===== config.mk =====
export PLATFORM = sky130hd
export DESIGN_NAME = vector_stack_calculator
export DESIGN_NICKNAME = d
export VERILOG_FILES = /design/src/vsc_pkg.sv /design/src/vsc_front.sv /design/src/vsc_back.sv /design/src/vector_stack_calculator.sv
export SDC_FILE = /design/constraint.sdc
export NUM_CORES = 2
export LEC_CHECK = 0
export CAP_MARGIN = 20
export CORE_UTILIZATION = 50
export DETAILED_ROUTE_END_ITERATION = 6
export DONT_BUFFER_PORTS = 1
export SETUP_SLACK_MARGIN = 0.4
export SLEW_MARGIN = 25
export SYNTH_ARGS = -nofsm -noshare
export SYNTH_HDL_FRONTEND = slang
export SYNTH_SLANG_ARGS = --single-unit

===== constraint.sdc =====
create_clock -name clk -period 18.1 [get_ports clk]
set_input_delay 1.81 -clock clk [delete_from_list [all_inputs] [get_ports clk]]
set_output_delay 1.81 -clock clk [all_outputs]
set_load 0.03 [all_outputs]

===== src/vsc_pkg.sv =====
// vsc_pkg: shared constants, command codes and types of the vector stack calculator
// used by vsc_front, vsc_back, vector_stack_calculator and vsc_checker
`default_nettype none

package vsc_pkg;

  localparam int STACK_DEPTH = 16;
  localparam int ADDR_W      = (STACK_DEPTH > 1) ? $clog2(STACK_DEPTH) : 1;
  localparam int CNT_W       = $clog2(STACK_DEPTH + 1);

  localparam logic [1:0] FUNC_PUSH = 2'd0;
  localparam logic [1:0] FUNC_ADD  = 2'd1;
  localparam logic [1:0] FUNC_OUT  = 2'd2;

  localparam logic [1:0] ST_OK     = 2'd0;
  localparam logic [1:0] ST_UNDER  = 2'd1;
  localparam logic [1:0] ST_OVER   = 2'd2;
  localparam logic [1:0] ST_BADCMD = 2'd3;

  typedef enum logic [1:0] {
    OP_PUSH,
    OP_ADD,
    OP_OUT,
    OP_BAD
  } op_t;

  typedef struct packed {
    op_t                op;
    logic signed [31:0] x;
    logic signed [31:0] y;
  } cmd_t;

endpackage

`default_nettype wire


===== src/vsc_front.sv =====
// vsc_front: accepts command beats, decodes func and holds them in a two-entry queue
// depends on vsc_pkg
`default_nettype none

module vsc_front
  import vsc_pkg::*;
(
  input  wire logic               clk,
  input  wire logic               rst_n,
  input  wire logic               in_push,
  output logic                    in_full,
  input  wire logic [1:0]         in_func,
  input  wire logic signed [31:0] in_x_in,
  input  wire logic signed [31:0] in_y_in,
  output logic                    cmd_valid,
  output cmd_t                    cmd,
  input  wire logic               cmd_pop
);

  cmd_t       q_r [2];
  logic       wr_ptr_r;
  logic       rd_ptr_r;
  logic [1:0] cnt_r;
  logic       enq;
  logic       deq;
  cmd_t       dec;

  always_comb begin
    dec.x = in_x_in;
    dec.y = in_y_in;
    unique case (in_func)
      FUNC_PUSH: dec.op = OP_PUSH;
      FUNC_ADD:  dec.op = OP_ADD;
      FUNC_OUT:  dec.op = OP_OUT;
      default:   dec.op = OP_BAD;
    endcase
  end

  assign in_full   = (cnt_r == 2'd2);
  assign cmd_valid = (cnt_r != 2'd0);
  assign cmd       = q_r[rd_ptr_r];
  assign enq       = in_push && !in_full;
  assign deq       = cmd_pop && cmd_valid;

  always_ff @(posedge clk) begin
    if (!rst_n) begin
      wr_ptr_r <= 1'b0;
      rd_ptr_r <= 1'b0;
      cnt_r    <= 2'd0;
    end else begin
      if (enq) begin
        q_r[wr_ptr_r] <= dec;
        wr_ptr_r      <= !wr_ptr_r;
      end
      if (deq) begin
        rd_ptr_r <= !rd_ptr_r;
      end
      cnt_r <= cnt_r + {1'b0, enq} - {1'b0, deq};
    end
  end

endmodule

`default_nettype wire


===== src/vsc_back.sv =====
// vsc_back: executes queued commands against the vector stack and holds the result beat
// depends on vsc_pkg; the stack store is a two-read, one-write memory with registered reads
`default_nettype none

module vsc_back
  import vsc_pkg::*;
(
  input  wire logic          clk,
  input  wire logic          rst_n,
  input  wire logic          cmd_valid,
  input  wire cmd_t          cmd,
  output logic               cmd_pop,
  output logic               out_empty,
  input  wire logic          out_pop,
  output logic [1:0]         out_status,
  output logic               out_has_value,
  output logic signed [31:0] out_x_out,
  output logic signed [31:0] out_y_out
);

  typedef enum logic {
    S_IDLE,
    S_EXEC
  } state_t;

  state_t             state_r, state_nxt;
  logic [CNT_W-1:0]   cnt_r, cnt_nxt;
  op_t                op_r, op_nxt;
  logic               out_valid_r, out_valid_nxt;
  logic [1:0]         out_status_r, out_status_nxt;
  logic               out_has_r, out_has_nxt;
  logic [31:0]        out_x_r, out_x_nxt;
  logic [31:0]        out_y_r, out_y_nxt;

  logic [63:0]        mem [STACK_DEPTH];
  logic [63:0]        rd_a_r, rd_b_r;
  logic               mem_we, mem_re;
  logic [ADDR_W-1:0]  mem_waddr, ra, rb;
  logic [63:0]        mem_wdata;

  logic               slot_free;
  logic [CNT_W-1:0]   cnt_m1, cnt_m2;
  logic [31:0]        sum_x, sum_y;

  assign slot_free = !out_valid_r || out_pop;
  assign cnt_m1    = cnt_r - CNT_W'(1);
  assign cnt_m2    = cnt_r - CNT_W'(2);
  assign sum_x     = rd_a_r[31:0] + rd_b_r[31:0];
  assign sum_y     = rd_a_r[63:32] + rd_b_r[63:32];

  always_comb begin
    state_nxt      = state_r;
    cnt_nxt        = cnt_r;
    op_nxt         = op_r;
    out_valid_nxt  = out_valid_r && !out_pop;
    out_status_nxt = out_status_r;
    out_has_nxt    = out_has_r;
    out_x_nxt      = out_x_r;
    out_y_nxt      = out_y_r;
    cmd_pop        = 1'b0;
    mem_we         = 1'b0;
    mem_re         = 1'b0;
    mem_waddr      = cnt_r[ADDR_W-1:0];
    mem_wdata      = {cmd.y, cmd.x};
    ra             = cnt_m1[ADDR_W-1:0];
    rb             = (cmd.op == OP_ADD) ? cnt_m2[ADDR_W-1:0] : '0;

    unique case (state_r)
      S_IDLE: begin
        if (cmd_valid && slot_free) begin
          cmd_pop        = 1'b1;
          op_nxt         = cmd.op;
          out_status_nxt = ST_OK;
          out_has_nxt    = 1'b0;
          out_x_nxt      = '0;
          out_y_nxt      = '0;
          out_valid_nxt  = 1'b1;
          unique case (cmd.op)
            OP_PUSH: begin
              if (cnt_r == CNT_W'(STACK_DEPTH)) begin
                out_status_nxt = ST_OVER;
              end else begin
                mem_we  = 1'b1;
                cnt_nxt = cnt_r + CNT_W'(1);
              end
            end
            OP_ADD: begin
              if (cnt_r < CNT_W'(2)) begin
                out_status_nxt = ST_UNDER;
              end else begin
                mem_re        = 1'b1;
                out_valid_nxt = 1'b0;
                state_nxt     = S_EXEC;
              end
            end
            OP_OUT: begin
              if (cnt_r == '0) begin
                out_status_nxt = ST_UNDER;
              end else begin
                mem_re        = 1'b1;
                out_valid_nxt = 1'b0;
                state_nxt     = S_EXEC;
              end
            end
            default: begin
              out_status_nxt = ST_BADCMD;
            end
          endcase
        end
      end
      S_EXEC: begin
        state_nxt      = S_IDLE;
        out_valid_nxt  = 1'b1;
        out_status_nxt = ST_OK;
        cnt_nxt        = cnt_m1;
        if (op_r == OP_ADD) begin
          mem_we      = 1'b1;
          mem_waddr   = cnt_m2[ADDR_W-1:0];
          mem_wdata   = {sum_y, sum_x};
          out_has_nxt = 1'b0;
          out_x_nxt   = '0;
          out_y_nxt   = '0;
        end else begin
          out_has_nxt = 1'b1;
          out_x_nxt   = rd_a_r[31:0];
          out_y_nxt   = rd_a_r[63:32];
        end
      end
      default: begin
        state_nxt = S_IDLE;
      end
    endcase
  end

  // stack store
  always_ff @(posedge clk) begin
    if (mem_we) begin
      mem[mem_waddr] <= mem_wdata;
    end
    if (mem_re) begin
      rd_a_r <= mem[ra];
      rd_b_r <= mem[rb];
    end
  end

  always_ff @(posedge clk) begin
    if (!rst_n) begin
      state_r     <= S_IDLE;
      cnt_r       <= '0;
      out_valid_r <= 1'b0;
    end else begin
      state_r      <= state_nxt;
      cnt_r        <= cnt_nxt;
      out_valid_r  <= out_valid_nxt;
      op_r         <= op_nxt;
      out_status_r <= out_status_nxt;
      out_has_r    <= out_has_nxt;
      out_x_r      <= out_x_nxt;
      out_y_r      <= out_y_nxt;
    end
  end

  assign out_empty     = !out_valid_r;
  assign out_status    = out_status_r;
  assign out_has_value = out_has_r;
  assign out_x_out     = out_x_r;
  assign out_y_out     = out_y_r;

endmodule

`default_nettype wire


===== src/vector_stack_calculator.sv =====
// vector_stack_calculator: top level, front decoder and queue feeding the stack execution unit
// depends on vsc_pkg, vsc_front, vsc_back
//
// A stack of up to 16 two-component 32-bit vectors, driven one command beat at a time:
// push (x,y), add the top two with each component wrapping, or pop and output the top.
// Every command beat yields exactly one result beat with a status (ok, underflow,
// overflow, unknown command); a failing command leaves the stack unchanged, and any
// result without a popped vector carries zero components. Commands enter a two-entry
// queue, so up to two may be taken while the execution unit or the result side stalls.
// Push, unknown commands and failing commands are completed in the idle state of the
// execution unit; a successful add or output also passes through the execute state, for
// the registered read of the stack memory. The unit takes no new command until it is
// through with the last one. No clearing pass is needed after reset.
`default_nettype none

module vector_stack_calculator
  import vsc_pkg::*;
(
  input  wire logic               clk,
  input  wire logic               rst_n,
  input  wire logic               in_push,
  output logic                    in_full,
  input  wire logic [1:0]         in_func,
  input  wire logic signed [31:0] in_x_in,
  input  wire logic signed [31:0] in_y_in,
  output logic                    out_empty,
  input  wire logic               out_pop,
  output logic [1:0]              out_status,
  output logic                    out_has_value,
  output logic signed [31:0]      out_x_out,
  output logic signed [31:0]      out_y_out
);

  logic cmd_valid;
  logic cmd_pop;
  cmd_t cmd;

  vsc_front u_front (
    .clk       (clk),
    .rst_n     (rst_n),
    .in_push   (in_push),
    .in_full   (in_full),
    .in_func   (in_func),
    .in_x_in   (in_x_in),
    .in_y_in   (in_y_in),
    .cmd_valid (cmd_valid),
    .cmd       (cmd),
    .cmd_pop   (cmd_pop)
  );

  vsc_back u_back (
    .clk           (clk),
    .rst_n         (rst_n),
    .cmd_valid     (cmd_valid),
    .cmd           (cmd),
    .cmd_pop       (cmd_pop),
    .out_empty     (out_empty),
    .out_pop       (out_pop),
    .out_status    (out_status),
    .out_has_value (out_has_value),
    .out_x_out     (out_x_out),
    .out_y_out     (out_y_out)
  );

endmodule

`default_nettype wire


# ---- Word level (Yosys, flattened, before mapping)
# Memory sizes are Yosys's and may differ from the RTL's. A register that Yosys moved wholly into a read port is not among the register bits.
# Cells that the tools add are included.
dict set report word_totals {
  ff_bits 80
  ram_bits 1156
  in_bits 70
  n_memories 2
}
# name words width rd rd_clocked_by_memory_dff write_ports line_no
set memory_table {}
lappend memory_table {u_back.mem 16 64 2 2 1 vsc_back.sv:35} ;# logic [63:0] mem [STACK_DEPTH];
lappend memory_table {u_front.q_r 2 66 1 1 1 vsc_front.sv:20} ;# cmd_t q_r [2];
dict set report op_classes {
  addsub 7
  order_cmp 1
  n_eq_ne 10
  muxes 49
  n_bitwise 1
  reduce_logical 17
}
# op n
set op_table {}
lappend op_table {{64-bit 2-to-1 mux} 2}
lappend op_table {{32-bit case mux with 2 select lines} 2}
lappend op_table {{32-bit 2-to-1 mux} 3}
lappend op_table {{32-bit adder} 2}
lappend op_table {{1-bit 2-to-1 mux} 24}
lappend op_table {{5-bit 2-to-1 mux} 3}
lappend op_table {{4-bit 2-to-1 mux} 3}
lappend op_table {{1-bit case mux with 2 select lines} 6}
lappend op_table {{2-bit case mux with 3 select lines} 2}
lappend op_table {{5-bit case mux with 2 select lines} 1}
lappend op_table {{2-bit by 1-bit equality test with 1-bit output, second input constant} 3}
lappend op_table {{2-bit equality test, second input constant} 3}
lappend op_table {{3-bit AND reduction} 2}
lappend op_table {{5-bit by 1-bit adder with 5-bit output, second input constant} 1}
lappend op_table {{5-bit equality test, second input constant} 1}
lappend op_table {{1-bit logical NOT} 5}
lappend op_table {{5-bit logical NOT} 1}
lappend op_table {{5-bit by 2-bit less-than comparator with 1-bit output, second input constant} 1}
lappend op_table {{5-bit by 1-bit subtractor with 5-bit output, second input constant} 1}
lappend op_table {{1-bit logical AND} 4}
lappend op_table {{2-bit logical NOT} 2}
lappend op_table {{2-bit 2-to-1 mux} 2}
lappend op_table {{2-bit inequality test, second input constant} 2}
lappend op_table {{2-bit case mux with 2 select lines} 1}
lappend op_table {{8 further kinds} 8}

# ---- Logic depth before layout (Yosys ltp)
dict set report depth {
  ltp_word 8
  mapped_depth 13
  ltp_nobuf 10
}

# ---- Cells and area by module
# A second synthesis with hierarchy kept.
dict set report hier_totals {
  cells_unflattened 4239
  area_unflattened_um2 64091.5
}
# module instances cells_each area_each_um2 seq_area_each_um2
set by_module_without_submodules {}
lappend by_module_without_submodules {vsc_back 1 4006 58921.5 36805.3}
lappend by_module_without_submodules {vsc_front 1 233 5170.0 4063.9}

# ---- Worst setup path before layout
# No wires, ideal clock.
dict set report synth_timing {
  path_kind {in2reg}
  start {input out_pop}
  end {memory u_back.mem[12][0], enable pin}
  setup_time_ns 0.486
  arrival_ns 5.365
  required_time_ns 17.614
  setup_slack_ns 12.248
  stages 7
  path_buffers 0
  cell_sequence {nor2b_1 -> nor3_1 -> and2_1 -> nand2_1 -> o21ai_0 -> nand2_1 -> nor2_1}
}
dict set report synth_between {
  elab_chain_len 6
}
# element line_no
set synth_rtl {}
lappend synth_rtl {{from (decl)} vector_stack_calculator.sv:27} ;# input wire logic out_pop,
lappend synth_rtl {{1-bit logical OR} vsc_back.sv:45} ;# assign slot_free = !out_valid_r || out_pop;
lappend synth_rtl {{1-bit logical AND} vsc_back.sv:70} ;# if (cmd_valid && slot_free) begin
lappend synth_rtl {{1-bit 2-to-1 mux} vsc_back.sv:70}
lappend synth_rtl {{1-bit case mux with 2 select lines} vsc_back.sv:68} ;# unique case (state_r)
lappend synth_rtl {{1-bit 2-to-1 mux} vsc_back.sv:137} ;# if (mem_we) begin
lappend synth_rtl {{1-bit 2-to-1 mux (not written as such)} vsc_back.sv:138} ;# mem[mem_waddr] <= mem_wdata;
lappend synth_rtl {{to (decl)} vsc_back.sv:35}
# Every way passes these cells.

==> impl_metrics.json <==
{
  "cts_buffer_depth": 3,
  "dr.pass1.iters": 6,
  "async_reset_ff_share_pct": 0,
  "worst_slew_pin_slew_ps": 1120,
  "worstPathArrival_ps": 6060,
  "fin_setup_tns_ps": 0,
  "num_vias": 39000,
  "grt_pass1_wl_mm": 264.4,
  "yosysTopAreaCell": "edfxtp_1",
  "track_usage_pct": 28.41,
  "wirelength_mm": 181.3,
  "yosys_warnings": 0,
  "first_iter_violations": 4791,
  "postRouteAntennaNets": 0,
  "worstSetupPathType": "reg -> reg",
  "ys_ff_latch": 1365,
  "post-place-ws_ps": 12560,
  "postCtsSetupBuffers": 0,
  "fin_ws_ps": 12540,
  "grt_use_met1_pct": 41.84,
  "timing.fmax_ghz": 0.1799,
  "cts_hold_buf": 0,
  "grt_max_degree": 113,
  "final_cell_mix": "edfxtp_1, o21ai_0, mux2i_1, mux4_2, nand2_1",
  "path_max_fanout": 70,
  "grt_pass1_vias": 38390,
  "clkLatencyLatePin_ps": 790,
  "hold_class": "reg -> reg",
  "final_cells": 5907,
  "portBuffers": 0,
  "pin_count": 139,
  "wire_per_inst_um": 30.68,
  "h-tree-depth": 4,
  "status": "completed",
  "drc_errors": 0,
  "cts_sinks": 1365,
  "grt-busiest-layer": "met2",
  "synth_ff_type": "edfxtp_1",
  "skew_ps": 30.15,
  "final_common_cell": "edfxtp_1",
  "p_leak_uw": 0.02189,
  "rsz0062_at_grt": "no",
  "area_delta_synth_final_pct": 10.72,
  "yosysSeqAreaShare_pct": 64.30,
  "cp-end-kind": "register",
  "fillers": 9926,
  "place.gp.congestion": 0.8741,
  "hold_ws_ps": 557.3,
  "power_density_nw_per_um2": 125.0,
  "root_buffer": "clkbuf_16",
  "synth_nets": 4313,
  "chipHeight_um": 358.5,
  "cts_tree": "yes",
  "dp_hpwl_mm": 104.6,
  "period_minus_slack_ps": 5559,
  "postSynthCellCount": 4168,
  "fp.dieW_um": 358.5,
  "via_per_inst": 6.602,
  "synth_area_um2": 63560,
  "dp.cells": 5644,
  "synth_enable_flop_cells": 1353,
  "relSlewSlack_pct": 24.91,
  "hold_viol": 0,
  "cts_made_buffers": 149,
  "use_met3_pct": 5.051,
  "syn_area_per_cell_um2": 15.25,
  "hp-start": "u_back.rd_a_r[34]$_DFFE_PP_",
  "drv_slew": 0,
  "dieArea_um2": 128600,
  "final.period_utilization_pct": 30.71,
  "ir_drop_mv": 0.1200,
  "setup_viol": 0,
  "start_util_pct": 50.49,
  "ctsResizeCount": 0,
  "drive_gt1_share_pct": 17.11,
  "rows": 130,
  "ys_types": 74,
  "maxCapViolations": 0,
  "yosys-top-cells-area": "edfxtp_1, mux4_2, mux2i_1, o21ai_0, nand2_1",
  "clk_pin_slew_ps": 60,
  "worstPathRequired_ps": 18600,
  "worst_setup_path_start_kind": "register",
  "antenna_found_initial": 5,
  "grt_overflow": 0,
  "grt.met2_usage_pct": 43.65,
  "synth_top_area_share_pct": 63.92,
  "core_um2": 125900,
  "nets": 4290,
  "totalPowerFinal_uw": 8798
}
==> cell usage after synthesis (67+ instances only) <==
| cell type | n |
|---|---|
| o211ai_1 | 68 |
| a21oi_1 | 192 |
| nor2_1 | 139 |
| ha_1 | 73 |
| nand2_1 | 290 |
| a22oi_1 | 67 |
| and2_1 | 84 |
| mux2i_1 | 370 |
| nand3_1 | 152 |
| edfxtp_1 | 1353 |
| o21ai_0 | 400 |
| mux4_2 | 320 |
| clkbuf_1 | 184 |
| buf_2 | 71 |
==> final cells by class <==
type                       instances  area [um2]  area share [%]
clock inverter                    75       531.8          0.7556
timing repair buffer             122        1069           1.518
antenna                            1       2.502        0.003556
clock buffer                     187        3978           5.652
inverter                          29       113.9          0.1618
sequential                      1365       40880           58.09
multi-input combinational       2478       21740           30.89
tap                             1650        2064           2.934
==> power by group <==
part	switching, uW	internal (uW)
Clock	1250	1620
Sequential	128	3820
Combinational	1220	757
==> per-stage QoR <==
stage	cell area [um2]	utilization, %
final	70380	55.90
after global routing	70370	55.90
after CTS	70310	55.85
after detailed placement	65800	52.27
after global placement	65610	52.11
after floorplan	63560	-
==> registers in the layout, indices dropped and copies added, names as in the netlist, named ones only <==
name                  cells
u_back.cnt_r              5
u_back.mem             1024
u_back.op_r               2
u_back.out_has_value      1
u_back.out_status         2
u_back.out_valid_r        1
u_back.out_x_out         32
u_back.out_y_out         32
u_back.rd_a_r            64
u_back.rd_b_r            64
u_back.state_r            1
u_front.cnt_r             2
u_front.q_r             132
u_front.rd_ptr_r          1
u_front.wr_ptr_r          1
==> metal layers <==
metal | share of wire [%] | up-vias
li1 | - | 16630
met1 | 43 | 20200
met2 | 46 | 1896
met3 | 8.6 | 273
met4 | 2.3 | 0
met5 | 0 | -
==> worst max-delay path: stages (launching register included) <==
cell,delay (ps)
dfxtp_4,620
mux2i_1,450
ha_4,810
inv_1,430
nor2_4,680
buf_4,830
buf_4,860
o221ai_1,270
nand3_1,170
o21ai_0,90
==> path summary, 6_finish.rpt <==
check	cells after the start	endpoint	slack (ps)
min	1	u_back.out_y_out[2]$_SDFFCE_PP0P_	560
min reg2reg	1	u_back.out_y_out[2]$_SDFFCE_PP0P_	560
max	9	u_back.rd_b_r[21]$_DFFE_PP_	12540
max reg2reg	9	u_back.rd_b_r[21]$_DFFE_PP_	12540
==> cells by family after synthesis <==
group           count (synthesis)  share of synthesized area (%)
flops                        1365                          64.30
xor+xnor                       54                         0.7559
fa+ha+maj                      75                          1.500
mux                           700                          17.34
simple gates                  732                          5.219
buf+inv                       325                          2.095
compound gates                917                          8.788
Note: power is estimated with default switching activity, not from simulation.
